**src/mdi_pkg.sv**
```systemverilog
package mdi_pkg;

    localparam logic       KIND_LOAD   = 1'b0;
    localparam logic       KIND_QUERY  = 1'b1;

    localparam logic       CFG_YEAR    = 1'b0;
    localparam logic       CFG_BASE1   = 1'b1;

    localparam logic [4:0] MID_DAY     = 5'd15;
    localparam logic [3:0] FIRST_MONTH = 4'd0;
    localparam logic [3:0] LAST_MONTH  = 4'd11;
    localparam logic [3:0] MONTHS      = 4'd12;

    // A year is a multiple of 25 exactly when its product with the inverse of 25
    // modulo 2^16 does not exceed 65535 / 25.
    localparam logic [15:0] INV25      = 16'd23593;
    localparam logic [15:0] MUL25_LIMIT = 16'd2621;

    typedef struct packed {
        logic busy;
        logic done;
    } mdi_div_stat_t;

    function automatic logic [4:0] month_len(input logic [3:0] m, input logic leap);
        logic [4:0] len;
        begin
            case (m)
                4'd1:
                begin
                    len = leap ? 5'd29 : 5'd28;
                end
                4'd3, 4'd5, 4'd8, 4'd10:
                begin
                    len = 5'd30;
                end
                default:
                begin
                    len = 5'd31;
                end
            endcase
            return len;
        end
    endfunction

endpackage

```
**src/mdi_div.sv**
```systemverilog
module mdi_div
    import mdi_pkg::*;
#(
    parameter int DW = 37
)
(
    input  logic          clk,
    input  logic          rst_n,
    input  logic          start,
    input  logic [DW-1:0] dividend,
    input  logic [4:0]    divisor,
    output mdi_div_stat_t stat,
    output logic [DW-1:0] quotient
);

    localparam int CW = $clog2(DW + 1);

    logic [DW-1:0] dvd_reg;
    logic [DW-1:0] dvd_next;
    logic [4:0]    rem_reg;
    logic [4:0]    rem_next;
    logic [4:0]    dsr_reg;
    logic [4:0]    dsr_next;
    logic [CW-1:0] cnt_reg;
    logic [CW-1:0] cnt_next;
    logic          busy_reg;
    logic          busy_next;
    logic          done_reg;
    logic          done_next;
    logic [5:0]    trial;
    logic          fits;

    assign trial = {rem_reg, dvd_reg[DW-1]};
    assign fits  = (trial >= {1'b0, dsr_reg});

    always_comb
    begin
        dvd_next  = dvd_reg;
        rem_next  = rem_reg;
        dsr_next  = dsr_reg;
        cnt_next  = cnt_reg;
        busy_next = busy_reg;
        done_next = 1'b0;
        if (start)
        begin
            dvd_next  = dividend;
            rem_next  = 5'd0;
            dsr_next  = divisor;
            cnt_next  = CW'(DW);
            busy_next = 1'b1;
        end
        else if (busy_reg)
        begin
            dvd_next = {dvd_reg[DW-2:0], fits};
            rem_next = fits ? 5'(trial - {1'b0, dsr_reg}) : trial[4:0];
            cnt_next = cnt_reg - CW'(1);
            if (cnt_reg == CW'(1))
            begin
                busy_next = 1'b0;
                done_next = 1'b1;
            end
        end
    end

    always_ff @(posedge clk or negedge rst_n)
    begin
        if (!rst_n)
        begin
            cnt_reg  <= '0;
            busy_reg <= 1'b0;
            done_reg <= 1'b0;
        end
        else
        begin
            cnt_reg  <= cnt_next;
            busy_reg <= busy_next;
            done_reg <= done_next;
        end
    end

    always_ff @(posedge clk)
    begin
        dvd_reg <= dvd_next;
        rem_reg <= rem_next;
        dsr_reg <= dsr_next;
    end

    assign stat.busy = busy_reg;
    assign stat.done = done_reg;
    assign quotient  = dvd_reg;

endmodule

```
**src/monthly_to_daily_interpolator.sv**
```systemverilog
// Monthly-to-daily linear interpolator.
// The input channel (in_valid, in_stall) carries load and query items. A load
// writes one of twelve mid-month values and gives no result; a load to a
// month above December is dropped. A query turns a day of the year into a
// daily value, its month and its day of the month, interpolated between
// the two nearest mid-month values.
// After a query is accepted, the calendar is walked one month per step, the
// current and the partner mid-month values are read, their difference is
// multiplied by the day offset, and the serial divide by the month length,
// one quotient bit per cycle, scales it down before the result is saturated.
// One item is worked on at a time; in_stall is high from a query's
// acceptance until its result has been moved into the output register.
// The output channel (out_valid, out_stall) is fed from that register, so a
// new item is taken while an earlier result still waits. If the receiver
// stalls and the register is full, the next result waits inside the block.
// Configuration writes (cfg_valid, cfg_ready) are always taken and set the
// calendar year and the base of the day index. Reset selects the year 2000
// with days counted from one and empties the output register; the value table
// holds nothing defined until it is loaded.
module monthly_to_daily_interpolator
    import mdi_pkg::*;
#(
    parameter int VALUE_BITS    = 32,
    parameter int MAX_DAY_INDEX = 366
)
(
    input  logic                  clk,
    input  logic                  rst_n,
    input  logic                  cfg_valid,
    output logic                  cfg_ready,
    input  logic                  cfg_index,
    input  logic [15:0]           cfg_data,
    input  logic                  in_valid,
    output logic                  in_stall,
    input  logic                  kind,
    input  logic [3:0]            month_index,
    input  logic [VALUE_BITS-1:0] monthly_value,
    input  logic [8:0]            day_index,
    output logic                  out_valid,
    input  logic                  out_stall,
    output logic [VALUE_BITS-1:0] daily_value,
    output logic [3:0]            month_of_day,
    output logic [5:0]            day_of_month
);

    localparam int VB = VALUE_BITS;
    localparam int DW = VB + 5;
    localparam int PW = VB + 6;
    localparam int SW = VB + 2;

    localparam logic [2:0] ST_IDLE   = 3'd0;
    localparam logic [2:0] ST_SRCH   = 3'd1;
    localparam logic [2:0] ST_RD_CUR = 3'd2;
    localparam logic [2:0] ST_RD_OTH = 3'd3;
    localparam logic [2:0] ST_MUL    = 3'd4;
    localparam logic [2:0] ST_DIVS   = 3'd5;
    localparam logic [2:0] ST_DIVW   = 3'd6;
    localparam logic [2:0] ST_FIN    = 3'd7;

    localparam logic signed [SW-1:0] VMAX = SW'({1'b0, {(VB-1){1'b1}}});
    localparam logic signed [SW-1:0] VMIN = -VMAX - SW'(1);

    logic [VB-1:0] mem [12];
    logic [VB-1:0] rd_data_reg;
    logic [3:0]    rd_addr;
    logic          mem_we;

    logic [2:0]    state_reg;
    logic [2:0]    state_next;
    logic          leap_reg;
    logic          leap_next;
    logic          base1_reg;
    logic          base1_next;
    logic          out_valid_reg;
    logic          out_valid_next;

    logic [8:0]    doy_reg;
    logic [8:0]    doy_next;
    logic [3:0]    mon_reg;
    logic [3:0]    mon_next;
    logic [8:0]    cum_reg;
    logic [8:0]    cum_next;
    logic [8:0]    cum_prev_reg;
    logic [8:0]    cum_prev_next;
    logic [5:0]    mday_reg;
    logic [5:0]    mday_next;
    logic [3:0]    partner_reg;
    logic [3:0]    partner_next;
    logic [4:0]    n_reg;
    logic [4:0]    n_next;
    logic [4:0]    k_reg;
    logic [4:0]    k_next;
    logic [VB-1:0] cur_reg;
    logic [VB-1:0] cur_next;
    logic signed [PW-1:0] prod_reg;
    logic signed [PW-1:0] prod_next;
    logic          neg_reg;
    logic          neg_next;
    logic [VB-1:0] res_reg;
    logic [VB-1:0] res_next;
    logic [3:0]    res_mon_reg;
    logic [3:0]    res_mon_next;
    logic [5:0]    res_mday_reg;
    logic [5:0]    res_mday_next;

    logic          in_accept;
    logic          out_free;
    logic [9:0]    doy_raw;
    logic [9:0]    doy_clamp;
    logic [15:0]   year_mul;
    logic          div4;
    logic          div16;
    logic          div25;
    logic [8:0]    mday_wide;
    logic [5:0]    mday_cur;
    logic [3:0]    mon_inc;
    logic [3:0]    mon_dec;
    logic signed [PW-1:0] oth_ext;
    logic signed [PW-1:0] cur_ext;
    logic signed [PW-1:0] k_ext;
    logic [PW-1:0] prod_mag;
    logic          div_start;
    mdi_div_stat_t div_stat;
    logic [DW-1:0] quotient;
    logic signed [SW-1:0] q_s;
    logic signed [SW-1:0] sum;

    assign cfg_ready = 1'b1;
    assign in_stall  = (state_reg != ST_IDLE);
    assign in_accept = in_valid && !in_stall;
    assign out_free  = !out_valid_reg || !out_stall;
    assign mem_we    = in_accept && (kind == KIND_LOAD) && (month_index < MONTHS);
    assign rd_addr   = (state_reg == ST_RD_CUR) ? mon_reg : partner_reg;
    assign div_start = (state_reg == ST_DIVS);

    assign year_mul = 16'(cfg_data * INV25);
    assign div4     = (cfg_data[1:0] == 2'd0);
    assign div16    = (cfg_data[3:0] == 4'd0);
    assign div25    = (year_mul <= MUL25_LIMIT);

    assign doy_raw   = {1'b0, day_index} + {9'd0, ~base1_reg};
    assign doy_clamp = (doy_raw == 10'd0) ? 10'd1 :
                       (doy_raw > 10'(MAX_DAY_INDEX)) ? 10'(MAX_DAY_INDEX) : doy_raw;

    assign mday_wide = doy_reg - cum_prev_reg;
    assign mday_cur  = mday_wide[5:0];
    assign mon_inc   = (mon_reg == LAST_MONTH) ? FIRST_MONTH : mon_reg + 4'd1;
    assign mon_dec   = (mon_reg == FIRST_MONTH) ? LAST_MONTH : mon_reg - 4'd1;

    assign oth_ext   = PW'($signed(rd_data_reg));
    assign cur_ext   = PW'($signed(cur_reg));
    assign k_ext     = $signed({{(PW-5){1'b0}}, k_reg});
    assign prod_mag  = prod_reg[PW-1] ? PW'(-prod_reg) : PW'(prod_reg);

    assign q_s = neg_reg ? -$signed({2'b00, quotient[VB-1:0]})
                         :  $signed({2'b00, quotient[VB-1:0]});
    assign sum = SW'($signed(cur_reg)) + q_s;

    always_comb
    begin
        state_next     = state_reg;
        leap_next      = leap_reg;
        base1_next     = base1_reg;
        out_valid_next = out_valid_reg;
        doy_next       = doy_reg;
        mon_next       = mon_reg;
        cum_next       = cum_reg;
        cum_prev_next  = cum_prev_reg;
        mday_next      = mday_reg;
        partner_next   = partner_reg;
        n_next         = n_reg;
        k_next         = k_reg;
        cur_next       = cur_reg;
        prod_next      = prod_reg;
        neg_next       = neg_reg;
        res_next       = res_reg;
        res_mon_next   = res_mon_reg;
        res_mday_next  = res_mday_reg;

        if (cfg_valid && cfg_ready)
        begin
            case (cfg_index)
                CFG_YEAR:
                begin
                    leap_next = div4 && (!div25 || div16);
                end
                CFG_BASE1:
                begin
                    base1_next = cfg_data[0];
                end
                default:
                begin
                end
            endcase
        end

        if (out_valid_reg && !out_stall)
        begin
            out_valid_next = 1'b0;
        end

        case (state_reg)
            ST_IDLE:
            begin
                if (in_accept && (kind == KIND_QUERY))
                begin
                    doy_next      = doy_clamp[8:0];
                    mon_next      = FIRST_MONTH;
                    cum_prev_next = 9'd0;
                    cum_next      = {4'd0, month_len(FIRST_MONTH, leap_reg)};
                    state_next    = ST_SRCH;
                end
            end
            ST_SRCH:
            begin
                if ((mon_reg != LAST_MONTH) && (doy_reg > cum_reg))
                begin
                    mon_next      = mon_reg + 4'd1;
                    cum_prev_next = cum_reg;
                    cum_next      = cum_reg + {4'd0, month_len(mon_reg + 4'd1, leap_reg)};
                end
                else
                begin
                    mday_next = mday_cur;
                    if (mday_cur > {1'b0, MID_DAY})
                    begin
                        partner_next = mon_inc;
                        n_next       = month_len(mon_reg, leap_reg);
                        k_next       = 5'(mday_cur - {1'b0, MID_DAY});
                    end
                    else if (mday_cur < {1'b0, MID_DAY})
                    begin
                        partner_next = mon_dec;
                        n_next       = month_len(mon_dec, leap_reg);
                        k_next       = 5'({1'b0, MID_DAY} - mday_cur);
                    end
                    else
                    begin
                        partner_next = mon_reg;
                        n_next       = month_len(mon_reg, leap_reg);
                        k_next       = 5'd0;
                    end
                    state_next = ST_RD_CUR;
                end
            end
            ST_RD_CUR:
            begin
                state_next = ST_RD_OTH;
            end
            ST_RD_OTH:
            begin
                cur_next   = rd_data_reg;
                state_next = ST_MUL;
            end
            ST_MUL:
            begin
                prod_next  = (oth_ext - cur_ext) * k_ext;
                state_next = ST_DIVS;
            end
            ST_DIVS:
            begin
                neg_next   = prod_reg[PW-1];
                state_next = ST_DIVW;
            end
            ST_DIVW:
            begin
                if (div_stat.done)
                begin
                    state_next = ST_FIN;
                end
            end
            ST_FIN:
            begin
                if (out_free)
                begin
                    if (sum > VMAX)
                    begin
                        res_next = VMAX[VB-1:0];
                    end
                    else if (sum < VMIN)
                    begin
                        res_next = VMIN[VB-1:0];
                    end
                    else
                    begin
                        res_next = sum[VB-1:0];
                    end
                    res_mon_next   = mon_reg;
                    res_mday_next  = mday_reg;
                    out_valid_next = 1'b1;
                    state_next     = ST_IDLE;
                end
            end
            default:
            begin
                state_next = ST_IDLE;
            end
        endcase
    end

    always_ff @(posedge clk or negedge rst_n)
    begin
        if (!rst_n)
        begin
            state_reg     <= ST_IDLE;
            leap_reg      <= 1'b1;
            base1_reg     <= 1'b1;
            out_valid_reg <= 1'b0;
        end
        else
        begin
            state_reg     <= state_next;
            leap_reg      <= leap_next;
            base1_reg     <= base1_next;
            out_valid_reg <= out_valid_next;
        end
    end

    always_ff @(posedge clk)
    begin
        doy_reg      <= doy_next;
        mon_reg      <= mon_next;
        cum_reg      <= cum_next;
        cum_prev_reg <= cum_prev_next;
        mday_reg     <= mday_next;
        partner_reg  <= partner_next;
        n_reg        <= n_next;
        k_reg        <= k_next;
        cur_reg      <= cur_next;
        prod_reg     <= prod_next;
        neg_reg      <= neg_next;
        res_reg      <= res_next;
        res_mon_reg  <= res_mon_next;
        res_mday_reg <= res_mday_next;
    end

    always_ff @(posedge clk)
    begin
        if (mem_we)
        begin
            mem[month_index] <= monthly_value;
        end
        rd_data_reg <= mem[rd_addr];
    end

    mdi_div #(
        .DW(DW)
    ) u_div (
        .clk      (clk),
        .rst_n    (rst_n),
        .start    (div_start),
        .dividend (prod_mag[DW-1:0]),
        .divisor  (n_reg),
        .stat     (div_stat),
        .quotient (quotient)
    );

    assign out_valid    = out_valid_reg;
    assign daily_value  = res_reg;
    assign month_of_day = res_mon_reg;
    assign day_of_month = res_mday_reg;

    // The calendar walk never runs past December.
    assert property (@(posedge clk) disable iff (!rst_n)
        (state_reg == ST_SRCH) && (mon_reg == LAST_MONTH) |=> (state_reg == ST_RD_CUR))
    else $error("calendar walk continued beyond December");

    assert property (@(posedge clk) disable iff (!rst_n)
        div_start |-> !div_stat.busy)
    else $error("divider started while busy");

    assert property (@(posedge clk) disable iff (!rst_n)
        in_accept && (kind == KIND_QUERY) |=> in_stall)
    else $error("query accepted without holding off the next item");

    assert property (@(posedge clk) disable iff (!rst_n)
        out_valid |-> (month_of_day <= LAST_MONTH) && (day_of_month != 6'd0)
                      && (day_of_month <= 6'd32))
    else $error("result month or day of month out of range");

endmodule
```
**config.mk**
```make
export PLATFORM = sky130hd
export DESIGN_NAME = monthly_to_daily_interpolator
export DESIGN_NICKNAME = d
export VERILOG_FILES = /design/src/mdi_pkg.sv /design/src/mdi_div.sv /design/src/monthly_to_daily_interpolator.sv
export SDC_FILE = /design/constraint.sdc
export NUM_CORES = 2
export LEC_CHECK = 0
export BUFFER_PORTS_ARGS = -buffer_cell sky130_fd_sc_hd__clkbuf_2
export CORE_AREA = 2 2 244 246
export DETAILED_ROUTE_END_ITERATION = 6
export DIE_AREA = 0 0 246 248
export PLACE_DENSITY = 0.92
export SETUP_SLACK_MARGIN = 0.02
export SLEW_MARGIN = 20
export SYNTH_ARGS = -nofsm -noshare
export SYNTH_HDL_FRONTEND = slang
export SYNTH_HIERARCHICAL = 1
export SYNTH_SLANG_ARGS = --single-unit
```
**constraint.sdc**
```tcl
create_clock -name clk -period 17.66 [get_ports clk]
set_input_delay 1.766 -clock clk [delete_from_list [all_inputs] [get_ports clk]]
set_output_delay 1.766 -clock clk [all_outputs]
set_load 0.005 [all_outputs]
```
-- Yosys cells after proc, flatten, opt, wreduce, memory -nomap -nowiden
Memories as Yosys holds them, arrays and structs flattened. A register that Yosys moved wholly into a read port is not among the register bits.
Index checks and enable logic that the tools add are counted.
- output and inout bits: 45
- memories: 1
- RAM bits: 384
- register bits: 222
- logic and storage cells: 165
- order comparisons: 9
- bitwise gates (word level): 4
- add/subtract/negate cells: 13
- equal/unequal tests: 30
- reductions and logical operators: 32
- mux-type cells: 49
- $mul: 2
- memory list (name ; words ; width ; rd ports ; clocked after memory_dff ; wr ports ; RTL line ; RTL):
    mem ; 12 ; 32 ; 1 ; 1 ; 1 ; monthly_to_daily_interpolator.sv:63 ; logic [VB-1:0] mem [12];
- operator list (kind ; number):
    37-bit two-way mux ; 3
    33-bit by 6-bit multiplier with 38-bit output ; 1
    37-bit negation ; 1
    5-bit two-way mux ; 7
    32-bit by 34-bit adder with 34-bit output ; 1
    34-bit by 32-bit greater-than comparator with 1-bit output (second input constant) ; 1
    34-bit by 32-bit < comparator with 1-bit output (second input constant) ; 1
    34-bit two-way mux ; 1
    32-bit negation with 34-bit output ; 1
    32-bit by 32-bit subtractor with 33-bit output ; 1
    32-bit two-way mux ; 1
    4-bit == test (second input constant) ; 7
    4-bit two-way mux ; 7
    9-bit two-way mux ; 3
    6-bit two-way mux ; 4
    3-bit case mux with 8 select lines ; 1
    9-bit case mux with 2 select lines ; 1
    16-bit by 12-bit less-or-equal comparator with 1-bit output (second input constant) ; 1
    16-bit by 15-bit multiplier with 16-bit output (second input constant) ; 1
    3-bit == test (second input constant) ; 4
    4-bit by 1-bit == test with 1-bit output (second input constant) ; 3
    4-bit by 2-bit == test with 1-bit output (second input constant) ; 3
    4-bit by 3-bit == test with 1-bit output (second input constant) ; 3
    1-bit two-way mux ; 12
    40 further kinds ; 70

-- Longest topological paths before layout
- depth after elaboration: 9
- gate-level depth with buffers: 28
- depth with buffers taken out: 27

-- Modules after synthesis
Netlist, hierarchy kept.
- by module, submodules not included (module ; times used ; cells each ; area each (um2) ; seq. area each (um2)):
    monthly_to_daily_interpolator ; 1 ; 3172 ; 35059.9 ; 17068.9
    mdi_div ; 1 ; 181 ; 2556.2 ; 1561.5

-- Worst setup path before layout
OpenSTA, ideal clock, no wires.
- path kind: register to register
- start point: register cur_reg[0]
- end point: register prod_reg[36] (data pin)
- buffers on the path: 0
- library setup time: 0.258 ns
- path slack: 11.374 ns
- stages on the path, launching flop included: 27
- arrival: 6.028 ns
- path through: edfxtp_1 -> ha_1 -> fa_1 -> nand2b_1 -> a21oi_1 -> o41a_1 -> a21oi_1 -> o31ai_1 -> o31a_1 -> o21ai_0 -> a21boi_0 -> nor3b_1 -> fa_1 -> fa_1 -> inv_1 -> fa_1 -> inv_1 -> ha_1 -> a21oi_1 -> a21oi_1 -> a311oi_1 -> nand2_1 -> nor2_1 -> o211ai_1 -> a31o_2 -> a31oi_1 -> xnor2_1
- word-level cells in the longest chain between the ends: 2
- ends and longest elaborated chain (item ; RTL line ; RTL):
    start: declaration ; monthly_to_daily_interpolator.sv:93 ; logic [VB-1:0] cur_reg;
    start signal: assignment ; monthly_to_daily_interpolator.sv:329 ; cur_reg <= cur_next;
    32-bit by 32-bit subtractor with 33-bit output ; monthly_to_daily_interpolator.sv:257 ; prod_next = (oth_ext - cur_ext) * k_ext;
    33-bit by 6-bit multiplier with 38-bit output ; monthly_to_daily_interpolator.sv:257 ;
    end signal: assignment ; monthly_to_daily_interpolator.sv:330 ; prod_reg <= prod_next;
    end: declaration ; monthly_to_daily_interpolator.sv:95 ; logic signed [PW-1:0] prod_reg;
No other way between the ends.
A chain may end at the register's enable or synchronous reset.

-- Worst setup path in the final report
- start point: register cur_reg[1]
- end point: register prod_reg[35] (data pin)
The elaborated chain is that of the path after synthesis.

==> impl_metrics.json <==
{
  "rsz0062_at_grt": "false",
  "worst_case_reg_to_reg_path_depth": 22,
  "required_ns": 18.01,
  "hpwl_um": 56760,
  "nets": 3861,
  "netlist_area_sq_mm": 0.03761,
  "status": "finished clean",
  "vias_in_the_first_global_route": 26184,
  "area_of_the_die_sq_mm": 0.06101,
  "finalCritPeriodShare_pct": 42.02,
  "gp_congestion": 0.9328,
  "finalMaxSlewViolations": 0,
  "arrival_ns": 7.77,
  "routed_via_density": 6.233,
  "cp_common_cell": "sky130_fd_sc_hd__o21ai_0",
  "worst_path_dominant_cell_family": "compound AO/OA/AOI/OAI gates",
  "fmax_ghz": 0.1348,
  "report.final.setup_viol": 0,
  "min_delay_path_depth": 0,
  "clk_pin_slew_ns": 0.06,
  "maximum_number_of_pins_on_one_net_before_global_route_repair": 87,
  "io_buffer_count": 111,
  "period_needed_ns": 7.421,
  "worst_path_largest_cell_delay_ns": 0.79,
  "rows": 89,
  "grt_antenna_before_repair": 9,
  "critical_path_cell_count": 22,
  "drt-total-wl_um": 87810,
  "cts_repair_resize_count": 0,
  "postSynthCellCount": 3352,
  "hold_violations": 0,
  "layout-drive-gt1-share_pct": 10.59,
  "largest_register_ffs": 384,
  "antenna_violating_nets_post_route": 0,
  "htree_num_levels": 3,
  "route.vias.total": 26547,
  "cts.path.max_buffers": 3,
  "dieHeight_um": 248,
  "dieWidth_um": 246,
  "yosys_warnings": 6,
  "global_route_wire_length_before_repair_um": 138200,
  "setup.worst_path.start_class": "register",
  "worst_slew_margin_pct": 30.97,
  "globalRouteTotalUtil_pct": 28.91,
  "timing.critical_path.fanout_max": 12,
  "post_cts_buffers": 0,
  "start_util_pct": 64.33,
  "critical_path.n_buffers_inverters": 1,
  "global_route.overflow_total": 0,
  "initialDrtViolationCount": 3136,
  "worst-slew-pin-transition_ns": 1.035,
  "placeableCoreArea_sq_mm": 0.05846,
  "clock-root-buffer": "sky130_fd_sc_hd__clkbuf_16",
  "area_growth_pct": 9.778,
  "cts-buffers-inserted": 66,
  "final.setup.tns_ns": 0,
  "hp-class": "register to register",
  "insertion_delay_ns": 0.63,
  "cap_violations": 0,
  "post_drt_wl_per_cell_um": 20.62,
  "dr.pass1.iters": 6,
  "postCtsHoldBufs": 0,
  "ioPinCount": 113,
  "tritoncts_sink_count": 635,
  "drt_drc_violations_left": 0,
  "crit_slowest_cell": "sky130_fd_sc_hd__a2111oi_0",
  "cts_tree": "done",
  "syn-mean-instance-area_sq_um": 11.22,
  "path_cells": "inv_1, ha_1, nor2b_1, o21ai_0, a2111oi_0, o21ai_0, a21boi_0, o21ai_0, a21o_1, and2_1, o311ai_0, fa_1, fa_1, fa_1, ha_1, o21a_1, o21a_1, o21ai_0, nor2_1, a211oi_1, nor2_1, xor2_1",
  "timing_worst_setup_path_type": "register to register",
  "setup.worst_path.end_class": "register",
  "skew_ns": 0.04060
}
## final timing paths
kind | start | end | slack, ns
setup / recovery | cur_reg[1] | prod_reg[35] | 10.24
hold / removal | n_reg[0] | u_div/dsr_reg[0] | 0.41
setup reg to reg | cur_reg[1] | prod_reg[35] | 10.24
hold reg to reg | n_reg[0] | u_div/dsr_reg[0] | 0.41
max in group asynchronous | rst_n | leap_reg | 16.14
min in group asynchronous | rst_n | u_div/cnt_reg[0] | 1.15
## per-stage QoR
stage	std cells	area, sq um	hold slack, ns	setup slack (ns)	util [%]
5_1_grt	4259	41290	0.4140	9.707	70.62
3_5_place_dp	4138	39060	0.4045	10.44	66.81
2_1_floorplan	3355	37620	0.4003	11.37	-
6_report	4259	41290	0.4141	10.24	70.62
3_3_place_gp	4138	39060	0.4034	10.69	66.81
4_1_cts	4257	41280	0.4119	10.39	70.61
## metal layers
| layer | GRT usage [%] | routed length, um |
|---|---|---|
| met2 | 49.64 | 43520 |
| met3 | 5.785 | 8053 |
| met5 | 0 | 102 |
| met4 | 10.91 | 2875 |
| met1 | 36.33 | 33260 |
## final cells by class
class | instances | area, sq um
Timing Repair Buffer | 147 | 825.8
Inverter | 322 | 1209
Fill cell | 3764 | 17180
Clock inverter | 35 | 431.7
Sequential cell | 635 | 18630
Clock buffer | 84 | 1790
Antenna cell | 2 | 5.005
Tap cell | 773 | 967.2
Multi-Input combinational cell | 2261 | 17430
## worst register-to-register path, delay by kind of cell (launching register included)
family | cells | cell delay [ns]
AOI/OAI and AO/OA | 11 | 3.68
xor gates and xnor gates | 1 | 0.15
adders and majority gates | 5 | 2.17
buffers and inverters | 1 | 0.10
DFF | 1 | 0.40
and+or+nand+nor | 4 | 0.64
## cell usage in the layout, fill, tap and decap left out, drive strengths merged, types with 11 or more instances in the layout
| cell | count |
|---|---|
| edfxtp | 584 |
| nand2 | 401 |
| inv | 326 |
| ha | 238 |
| clkbuf | 195 |
| a21oi | 161 |
| nor2 | 150 |
| xnor2 | 149 |
| fa | 122 |
| and2 | 116 |
| nand3 | 113 |
| o21ai | 113 |
| and3 | 61 |
| a21o | 51 |
| a31oi | 45 |
| a311oi | 44 |
| xor2 | 43 |
| mux2 | 39 |
| nor2b | 38 |
| dfxtp | 37 |
| buf | 36 |
| nand2b | 33 |
| mux4 | 32 |
| o31ai | 31 |
| nor3 | 27 |
| o21a | 24 |
| a211oi | 21 |
| clkinv | 20 |
| or3 | 19 |
| nor3b | 18 |
| nand4 | 17 |
| or4 | 13 |
| dfrtp | 12 |
| o41ai | 11 |
| a211o | 11 |
Power is not shown: default switching activity piles up to over one toggle a cycle in this logic, so the estimate is an artifact.
